### src/rtl/dtvs_pkg.sv
// Shared types and constants for the dirty tracked value store.
// Used by the controller, the datapath and the top level.
package dtvs_pkg;

  localparam int ENTRIES = 64;
  localparam int IDX_W   = 6;
  localparam int LIM_W   = 7;

  localparam logic [LIM_W-1:0] ENTRIES_LIM = LIM_W'(ENTRIES);
  localparam logic [LIM_W-1:0] CFG_RESET   = 7'd64;

  localparam logic [3:0] CMD_WRITE   = 4'd0;
  localparam logic [3:0] CMD_CLAMP   = 4'd1;
  localparam logic [3:0] CMD_BYTE    = 4'd2;
  localparam logic [3:0] CMD_HALF    = 4'd3;
  localparam logic [3:0] CMD_SET     = 4'd4;
  localparam logic [3:0] CMD_CLEAR   = 4'd5;
  localparam logic [3:0] CMD_WIDE    = 4'd6;
  localparam logic [3:0] CMD_READ    = 4'd7;
  localparam logic [3:0] CMD_UNMARK  = 4'd8;
  localparam logic [3:0] CMD_LOAD    = 4'd9;

  localparam logic [31:0] BYTE_MASK = 32'h0000_00FF;
  localparam logic [31:0] HALF_MASK = 32'h0000_FFFF;

  // Commands from the controller to the datapath.
  typedef struct packed {
    logic capture;     // latch the input item and read its first word
    logic wide_lo;     // compare low word, read the second word
    logic wide_cmp;    // compare high word, write the low word
    logic fin_single;  // finish a one-word command and load the result
    logic fin_wide;    // write the high word and load the result
  } dtvs_cmd_t;

  // Status from the datapath to the controller.
  typedef struct packed {
    logic is_wide;     // held item is an in-range 64-bit write
    logic out_free;    // result register can take a new result
  } dtvs_stat_t;

endpackage

### src/rtl/dirty_tracked_value_store.sv
// Top level of the dirty tracked value store: controller plus datapath.
// Depends on dtvs_pkg, dtvs_ctrl and dtvs_datapath.
//
//   channel   direction  content
//   s_axis    in         tuser: command; tdata: index, lane, value
//   m_axis    out        tdata: read_value, changed, dirty, error
//   cfg       in         cfg_we, cfg_data: values_in_use
//
// On acceptance the addressed word is read from the single-port word memory;
// the result is then computed, written and loaded into the result register.
// A 64-bit write takes extra steps, since its two words share the one memory port.
// Synchronous reset clears all words (through per-word valid bits) and dirty marks
// at once; no clearing pass. A stalled output holds the block only at the point
// where the next result would be loaded; a new item is accepted while one waits.
module dirty_tracked_value_store
  import dtvs_pkg::*;
(
  input  logic        clk,
  input  logic        rst,
  input  logic        s_axis_tvalid,
  output logic        s_axis_tready,
  // tdata fields from bit 0: index[5:0], lane[7:6], value[71:8]
  input  logic [71:0] s_axis_tdata,
  // tuser fields from bit 0: command[3:0]
  input  logic [3:0]  s_axis_tuser,
  output logic        m_axis_tvalid,
  input  logic        m_axis_tready,
  // tdata fields from bit 0: read_value[31:0], changed[32], dirty[33], error[34],
  // zero padding[39:35]
  output logic [39:0] m_axis_tdata,
  input  logic        cfg_we,
  input  logic [6:0]  cfg_data
);

  dtvs_cmd_t   cmd;
  dtvs_stat_t  stat;
  logic [31:0] read_value;
  logic        changed;
  logic        dirty;
  logic        error;

  dtvs_ctrl u_ctrl (
    .clk      (clk),
    .rst      (rst),
    .in_valid (s_axis_tvalid),
    .in_ready (s_axis_tready),
    .stat     (stat),
    .cmd      (cmd)
  );

  dtvs_datapath u_dp (
    .clk            (clk),
    .rst            (rst),
    .cmd            (cmd),
    .stat           (stat),
    .cfg_we         (cfg_we),
    .cfg_data       (cfg_data),
    .in_command     (s_axis_tuser),
    .in_index       (s_axis_tdata[5:0]),
    .in_lane        (s_axis_tdata[7:6]),
    .in_value       (s_axis_tdata[71:8]),
    .out_valid      (m_axis_tvalid),
    .out_ready      (m_axis_tready),
    .out_read_value (read_value),
    .out_changed    (changed),
    .out_dirty      (dirty),
    .out_error      (error)
  );

  assign m_axis_tdata = {5'd0, error, dirty, changed, read_value};

  // Once an item is taken, the input is not ready in the cycle after the transfer.
  a_busy_after_accept: assert property (@(posedge clk) disable iff (rst)
    (s_axis_tvalid && s_axis_tready) |=> !s_axis_tready)
    else $error("input accepted again in the cycle after a transfer");

  // A result is only loaded when the result register is free.
  a_load_when_free: assert property (@(posedge clk) disable iff (rst)
    (cmd.fin_single || cmd.fin_wide) |-> stat.out_free)
    else $error("result loaded over a pending transfer");

  // The controller issues at most one step per cycle.
  a_one_step: assert property (@(posedge clk) disable iff (rst)
    $onehot0({cmd.capture, cmd.wide_lo, cmd.wide_cmp, cmd.fin_single, cmd.fin_wide}))
    else $error("more than one controller step at once");

  // The high-word compare always follows the low-word compare.
  a_wide_order: assert property (@(posedge clk) disable iff (rst)
    cmd.wide_lo |=> cmd.wide_cmp)
    else $error("64-bit write sequence broken");

endmodule

### src/rtl/dtvs_ctrl.sv
// Sequencing state machine for the dirty tracked value store.
// Depends on dtvs_pkg for the command and status structs.
module dtvs_ctrl
  import dtvs_pkg::*;
(
  input  logic       clk,
  input  logic       rst,
  input  logic       in_valid,
  output logic       in_ready,
  input  dtvs_stat_t stat,
  output dtvs_cmd_t  cmd
);

  localparam logic [1:0] S_IDLE = 2'd0;
  localparam logic [1:0] S_EXEC = 2'd1;
  localparam logic [1:0] S_WCMP = 2'd2;
  localparam logic [1:0] S_WFIN = 2'd3;

  logic [1:0] state;
  logic [1:0] state_next;

  always_ff @(posedge clk) begin
    if (rst) begin
      state <= S_IDLE;
    end else begin
      state <= state_next;
    end
  end

  always_comb begin
    state_next = state;
    cmd        = '0;
    in_ready   = 1'b0;
    case (state)
      S_IDLE: begin
        in_ready = 1'b1;
        if (in_valid) begin
          cmd.capture = 1'b1;
          state_next  = S_EXEC;
        end
      end
      S_EXEC: begin
        if (stat.is_wide) begin
          cmd.wide_lo = 1'b1;
          state_next  = S_WCMP;
        end else if (stat.out_free) begin
          cmd.fin_single = 1'b1;
          state_next     = S_IDLE;
        end
      end
      S_WCMP: begin
        cmd.wide_cmp = 1'b1;
        state_next   = S_WFIN;
      end
      S_WFIN: begin
        if (stat.out_free) begin
          cmd.fin_wide = 1'b1;
          state_next   = S_IDLE;
        end
      end
      default: begin
        state_next = S_IDLE;
      end
    endcase
  end

endmodule

### src/rtl/dtvs_datapath.sv
// Word memory, dirty marks, limit register and result register.
// Depends on dtvs_pkg; driven by commands from dtvs_ctrl.
module dtvs_datapath
  import dtvs_pkg::*;
(
  input  logic             clk,
  input  logic             rst,
  input  dtvs_cmd_t        cmd,
  output dtvs_stat_t       stat,
  input  logic             cfg_we,
  input  logic [LIM_W-1:0] cfg_data,
  input  logic [3:0]       in_command,
  input  logic [IDX_W-1:0] in_index,
  input  logic [1:0]       in_lane,
  input  logic [63:0]      in_value,
  output logic             out_valid,
  input  logic             out_ready,
  output logic [31:0]      out_read_value,
  output logic             out_changed,
  output logic             out_dirty,
  output logic             out_error
);

  logic [31:0]      mem [ENTRIES];
  logic [ENTRIES-1:0] vld;
  logic [ENTRIES-1:0] marks;
  logic [LIM_W-1:0] values_in_use;

  logic [3:0]       cmd_q;
  logic [IDX_W-1:0] idx_q;
  logic [1:0]       lane_q;
  logic [63:0]      val_q;
  logic [31:0]      rdata;
  logic             rvld;
  logic             lo_eq;
  logic             wchg;

  logic [LIM_W-1:0] lim;
  logic             in_range;
  logic             wide_ok;
  logic             err;
  logic [31:0]      old_word;
  logic [31:0]      lo;
  logic [31:0]      hi;
  logic [31:0]      nv;
  logic             writes;
  logic             chg;
  logic             chg_wide;
  logic             rd_en;
  logic [IDX_W-1:0] raddr;
  logic             wr_en;
  logic [IDX_W-1:0] waddr;
  logic [31:0]      wdata;
  logic [IDX_W-1:0] idx_p1;

  assign lo       = val_q[31:0];
  assign hi       = val_q[63:32];
  assign idx_p1   = idx_q + IDX_W'(1);
  assign old_word = rvld ? rdata : 32'd0;

  assign lim      = (values_in_use > ENTRIES_LIM) ? ENTRIES_LIM : values_in_use;
  assign in_range = {1'b0, idx_q} < lim;
  assign wide_ok  = ({1'b0, idx_q} + LIM_W'(1)) < lim;

  always_comb begin
    err = 1'b0;
    if (cmd_q == CMD_UNMARK) begin
      err = 1'b0;
    end else if (cmd_q > CMD_LOAD || !in_range) begin
      err = 1'b1;
    end else if (cmd_q == CMD_WIDE && !wide_ok) begin
      err = 1'b1;
    end else if (cmd_q == CMD_HALF && lane_q[1]) begin
      err = 1'b1;
    end
  end

  // New word for the one-word commands.
  always_comb begin
    nv     = old_word;
    writes = 1'b1;
    case (cmd_q)
      CMD_WRITE, CMD_LOAD: nv = lo;
      CMD_CLAMP: nv = lo[31] ? 32'd0 : lo;
      CMD_BYTE: begin
        case (lane_q)
          2'd0:    nv = {old_word[31:8], lo[7:0]};
          2'd1:    nv = {old_word[31:16], lo[7:0], old_word[7:0]};
          2'd2:    nv = {old_word[31:24], lo[7:0], old_word[15:0]};
          default: nv = {lo[7:0], old_word[23:0]};
        endcase
      end
      CMD_HALF: nv = lane_q[0] ? {lo[15:0], old_word[15:0]} : {old_word[31:16], lo[15:0]};
      CMD_SET:   nv = old_word | lo;
      CMD_CLEAR: nv = old_word & ~lo;
      default:   writes = 1'b0;
    endcase
  end

  assign chg      = writes && !err && (nv != old_word);
  assign chg_wide = !lo_eq || (old_word != hi);

  assign stat.is_wide  = (cmd_q == CMD_WIDE) && !err;
  assign stat.out_free = !out_valid || out_ready;

  // Memory port selection.
  always_comb begin
    rd_en = cmd.capture || cmd.wide_lo;
    raddr = cmd.capture ? in_index : idx_p1;
    wr_en = (cmd.fin_single && chg) || cmd.wide_cmp || cmd.fin_wide;
    waddr = cmd.fin_wide ? idx_p1 : idx_q;
    wdata = cmd.fin_wide ? hi : (cmd.wide_cmp ? lo : nv);
  end

  always_ff @(posedge clk) begin
    if (rd_en) begin
      rdata <= mem[raddr];
    end
    if (wr_en) begin
      mem[waddr] <= wdata;
    end
  end

  always_ff @(posedge clk) begin
    if (rst) begin
      vld <= '0;
    end else if (wr_en) begin
      vld[waddr] <= 1'b1;
    end
  end

  always_ff @(posedge clk) begin
    if (rd_en) begin
      rvld <= vld[raddr];
    end
  end

  always_ff @(posedge clk) begin
    if (cmd.capture) begin
      cmd_q  <= in_command;
      idx_q  <= in_index;
      lane_q <= in_lane;
      val_q  <= in_value;
    end
    if (cmd.wide_lo) begin
      lo_eq <= (old_word == lo);
    end
    if (cmd.wide_cmp) begin
      wchg <= chg_wide;
    end
  end

  always_ff @(posedge clk) begin
    if (rst) begin
      values_in_use <= CFG_RESET;
    end else if (cfg_we) begin
      values_in_use <= cfg_data;
    end
  end

  always_ff @(posedge clk) begin
    if (rst) begin
      marks <= '0;
    end else if (cmd.fin_single && cmd_q == CMD_UNMARK) begin
      marks <= '0;
    end else if (cmd.fin_single && chg && cmd_q != CMD_LOAD) begin
      marks[idx_q] <= 1'b1;
    end else if (cmd.fin_wide && wchg) begin
      marks[idx_q]  <= 1'b1;
      marks[idx_p1] <= 1'b1;
    end
  end

  always_ff @(posedge clk) begin
    if (rst) begin
      out_valid <= 1'b0;
    end else if (cmd.fin_single || cmd.fin_wide) begin
      out_valid <= 1'b1;
    end else if (out_ready) begin
      out_valid <= 1'b0;
    end
  end

  always_ff @(posedge clk) begin
    if (cmd.fin_single) begin
      if (cmd_q == CMD_UNMARK) begin
        out_read_value <= in_range ? old_word : 32'd0;
        out_changed    <= 1'b0;
        out_dirty      <= 1'b0;
        out_error      <= 1'b0;
      end else if (err) begin
        out_read_value <= 32'd0;
        out_changed    <= 1'b0;
        out_dirty      <= 1'b0;
        out_error      <= 1'b1;
      end else begin
        out_read_value <= nv;
        out_changed    <= chg;
        out_dirty      <= (chg && cmd_q != CMD_LOAD) || marks[idx_q];
        out_error      <= 1'b0;
      end
    end else if (cmd.fin_wide) begin
      out_read_value <= lo;
      out_changed    <= wchg;
      out_dirty      <= wchg || marks[idx_q];
      out_error      <= 1'b0;
    end
  end

endmodule
### config.mk
export PLATFORM = sky130hd
export DESIGN_NAME = dirty_tracked_value_store
export DESIGN_NICKNAME = d
export VERILOG_FILES = /design/src/rtl/dtvs_pkg.sv /design/src/rtl/dirty_tracked_value_store.sv /design/src/rtl/dtvs_ctrl.sv /design/src/rtl/dtvs_datapath.sv
export SDC_FILE = /design/constraint.sdc
export NUM_CORES = 2
export LEC_CHECK = 0
export ABC_AREA = 1
export BUFFER_PORTS_ARGS = -buffer_cell sky130_fd_sc_hd__buf_2
export CORE_MARGIN = 10
export CORE_UTILIZATION = 55
export CTS_CLUSTER_SIZE = 28
export DETAILED_ROUTE_END_ITERATION = 16
export PLACE_DENSITY = 0.68
export SKIP_LAST_GASP = 1
export SLEW_MARGIN = 20
export SYNTH_ARGS = -nofsm -noshare
export SYNTH_HDL_FRONTEND = slang
export SYNTH_HIERARCHICAL = 1
export SYNTH_SLANG_ARGS = --single-unit
### constraint.sdc
create_clock -name clk -period 26.4 [get_ports clk]
set_input_delay 2.64 -clock clk [delete_from_list [all_inputs] [get_ports clk]]
set_output_delay 2.64 -clock clk [all_outputs]
set_load 0.03 [all_outputs]
==> results.txt <==
----------------------------------------------------
[Outcome]
  Status ... complete, no violations

[Drt]
  Via count ... slightly below 70000
  Routed wire length ... approximately 300000 um
  Vias/cell ... 6.37
  Count of unresolved DRC violations after routing ... 0
  Detail Route Antenna Nets ... 0
  Routed len/inst ... between 20 and 30 um
  Number of design-rule violations left by the first detailed-router iteration ... about 10000
  Count of TritonRoute iterations in the first routing pass ... 7

[Power]
  Leakage dissipation ... between 0.03 and 0.04 uW
  Worst vdd ir ... between 60 and 70 uV
  Power density over the cells ... 80.3 nW/um2

[Worst setup path]
  Number of cells traversed by the worst register-to-register path ... 25
  Worst setup startpoint ... s_axis_tvalid
  Maximum fanout along the worst path ... 180
  Arrival time worst endpoint ... 9.41 ns
  Launching point of the worst reg2reg path ... u_dp/idx_q[0]
  Worst setup path endpoint ... u_dp/rdata[2]
  R2r setup slk ... 18.94 ns
  Critical path required time ... 27.10 ns
  Startpoint-to-endpoint class of the critical path ... in -> reg
  Type of element capturing the critical path ... register
  Worst setup SP type ... input pin
  End of the worst register-to-register path ... u_dp/marks[27]

[Yosys]
  Share of flip-flops with an asynchronous set or reset after synthesis ... 0%
  Post-synthesis sequential area ratio ... 70.5%
  Gate count after technology mapping ... ~8400
  Number of different library cells in the post-synthesis netlist ... between 40 and 50
  Mapped cell area ... 97300 um2
  Yosys Warn Count ... 6
  Register bit count reported by yosys ... roughly 2300
  Top_reg_cell synth ... sky130_fd_sc_hd__edfxtp_1
  Per-instance average area after synthesis ... approximately 12 um2
  Number of synthesized flops with an enable pin ... about 2200

[Worst hold path]
  Class of the worst hold path ... reg -> reg

[Placed design]
  Placed instance count ... roughly 10000
  Placer Congestion ... 0.964
  Half-perimeter wire length after detailed placement ... 159000 um
  Number of buffers added on ports ... about 120

[Die]
  Area of the core region ... between 150000 and 200000 um2
  Overall die height ... approximately 440 um
  Number of primary I/O pins ... 130
  Width of the die ... around 440 um
  Die ar. ... a little under 200000 um2
  Site row count ... ~150
  Starting density of the core ... between 50% and 60%

[Layout]
  Post-layout instance count excluding filler cells ... around 11000
  Area added between synthesis and finish ... 10.0%
  Top library cells by usage in the layout, fill and taps aside ... sky130_fd_sc_hd__edfxtp_1 (2194), sky130_fd_sc_hd__nor2_1 (1544), sky130_fd_sc_hd__o21ai_0 (1358), sky130_fd_sc_hd__nand2_1 (845), sky130_fd_sc_hd__o22ai_1 (549)
  Fraction of layout instances using a drive strength above 1 ... under 10%
  Number of nets at the end of the flow ... 8506
  Most common cell after layout, fill and taps aside ... sky130_fd_sc_hd__edfxtp_1

[Timing]
  Max_slew headroom ... 19.6%
  Hold slack final ... between 0.4 and 0.5 ns
  Setup_tns ... 0 ns
  Share of the clock period used by the worst path ... between 30% and 40%
  Largest clock skew in the final design ... 0.0599 ns
  RSZ-0062 raised after global routing ... no
  Maximum achievable frequency ... ~0.11 GHz
  Min Clock Period, post-route ... around 8.7 ns
  Setup violators final ... 0
  Final Hold Vio Count ... 0
  Slew Viols, Final ... 0
  Worst-margin pin slew ... about 1.2 ns

[Clock tree]
  Postcts setup bufs ... 0
  Clock buffers created by TritonCTS ... around 220
  Clk_lat worst skew ... 0.87 ns
  Clock-pin slew of the registers on the worst-case setup and hold paths ... roughly 0.060 ns
  Depth of the CTS H-tree ... 4
  Total of cells resized after clock tree synthesis ... 0
  Post-CTS Hold Fix Bufs ... 0
  CTS tree ... built
  Root cell of the clock tree ... sky130_fd_sc_hd__clkbuf_16
  CTS Sinks ... between 2000 and 2500
  Clk buf depth ... 3

[Global routing]
  Gr usage total ... a little under a third
  Sum of overflow across all layers after global routing ... 0
  Via count of the first global-routing pass ... between 60000 and 70000
  Pin count of the biggest net entering global routing ... about 180
  Wire length of the first global-routing pass ... between 400000 and 500000 um
  Initial antenna violation count ... 15

[Flow run]
  Number of violations of the max-capacitance limit ... 0

----------------------------------------------------
[report_power, final]
part / switching, uW / internal, uW / total (uW)
combinational: 979 / 269 / 1250
clock: 1360 / 1720 / 3080
sequential: 39.5 / 4230 / 4270
total: 2380 / 6220 / 8600
[area by class of cell]
| class | instances | area (um2) |
|---|---|---|
| Antenna cell | 3 | 7.51 |
| Sequential cell | 2332 | 68600 |
| Tap cell | 2340 | 2930 |
| Multi-Input combinational cell | 5188 | 25500 |
| Clock buffer | 277 | 5860 |
| Timing Repair Buffer | 236 | 1550 |
| Clock inverter | 133 | 1150 |
| Fill cell | 13900 | 69100 |
| Inverter | 364 | 1420 |
[cells in the mapped netlist (15+ instances only)]
cell type / n / area, um2
sky130_fd_sc_hd__buf_2: 46 / 230
sky130_fd_sc_hd__buf_1: 15 / 56.3
sky130_fd_sc_hd__nor2_1: 1552 / 5830
sky130_fd_sc_hd__ha_1: 74 / 926
sky130_fd_sc_hd__clkbuf_1: 474 / 1780
sky130_fd_sc_hd__a21oi_1: 154 / 771
sky130_fd_sc_hd__o211ai_1: 29 / 218
sky130_fd_sc_hd__edfxtp_1: 2194 / 65900
sky130_fd_sc_hd__dfxtp_1: 138 / 2760
sky130_fd_sc_hd__o31ai_1: 17 / 128
sky130_fd_sc_hd__nand2_1: 856 / 3210
sky130_fd_sc_hd__nand4_1: 15 / 93.8
sky130_fd_sc_hd__o22ai_1: 549 / 3430
sky130_fd_sc_hd__nand3_1: 326 / 1630
sky130_fd_sc_hd__inv_1: 342 / 1280
sky130_fd_sc_hd__o21ai_0: 1385 / 6930
sky130_fd_sc_hd__o221ai_1: 132 / 1160
[worst max-delay path: stages]
cell and delay, ns:
sky130_fd_sc_hd__buf_2 0.08, sky130_fd_sc_hd__inv_1 0.05, sky130_fd_sc_hd__nor3_2 0.39, sky130_fd_sc_hd__buf_4 0.37
sky130_fd_sc_hd__inv_1 0.15, sky130_fd_sc_hd__nand2_1 0.13, sky130_fd_sc_hd__nand2_4 0.26, sky130_fd_sc_hd__inv_8 0.79
sky130_fd_sc_hd__buf_4 0.97, sky130_fd_sc_hd__buf_4 0.87, sky130_fd_sc_hd__buf_4 0.69, sky130_fd_sc_hd__o21ai_0 0.18
sky130_fd_sc_hd__o22ai_1 0.18, sky130_fd_sc_hd__o21ai_0 0.09, sky130_fd_sc_hd__o221ai_1 0.72, sky130_fd_sc_hd__nand3_1 0.47
sky130_fd_sc_hd__nand2_1 0.17
[through the flow]
stage | total power (uW) | cell area (um2) | util, % | setup slack, ns
after floorplan | 5050 | 97300 | - | 15.83
after global placement | 5530 | 100000 | 56.8 | 17.20
after detailed placement | 5550 | 100000 | 56.8 | 16.99
after CTS | 8590 | 107000 | 60.8 | 17.91
after global routing | 8850 | 107000 | 60.8 | 17.39
final | 8600 | 107000 | 60.8 | 17.69
[metal layers]
metal	GRT usage (%)	share of wire (%)	up-vias
met1	40.5	37	33900
li1	-	-	30400
met3	6.46	12	758
met5	0	0.019	-
met2	45.5	45	4243
met4	16.7	6.3	8
[flip-flops by register name, indices dropped and copies added, names as in the netlist, 2 cells and up]
signal	count
u_ctrl/state	2
u_dp/cmd_q	4
u_dp/idx_q	6
u_dp/lane_q	2
u_dp/marks	64
u_dp/mem	2048
u_dp/out_read_value	32
u_dp/rdata	32
u_dp/val_q	64
u_dp/values_in_use	7
u_dp/vld	64
[worst min path at each step]
stage                     slack (ns)  cells after the start           start             end
final                           0.45                      2  u_dp/marks[22]  u_dp/marks[22]
after global routing            0.47                      2     u_dp/vld[5]     u_dp/vld[5]
after CTS                       0.45                      2    u_dp/vld[32]    u_dp/vld[32]
after detailed placement        0.44                      2    u_dp/vld[32]    u_dp/vld[32]
after global placement          0.43                      2    u_dp/vld[32]    u_dp/vld[32]
after floorplan                 0.43                      2    u_dp/vld[32]    u_dp/vld[32]
[kinds of logic (layout without fill, tap and decap cells)]
| family | after synthesis | in the layout | share of synthesized area (%) |
|---|---|---|---|
| other | 1 | 8 | 0.00385 |
| xor gates and xnor gates | 12 | 12 | 0.108 |
| buffers and inverters | 922 | 1010 | 3.74 |
| and+or+nand+nor | 2782 | 2782 | 11.3 |
| AOI/OAI and AO/OA | 2315 | 2315 | 13.4 |
| adders and majority gates | 74 | 74 | 0.952 |
| DFF | 2332 | 2332 | 70.5 |
Note: power is estimated with default switching activity, not from simulation.
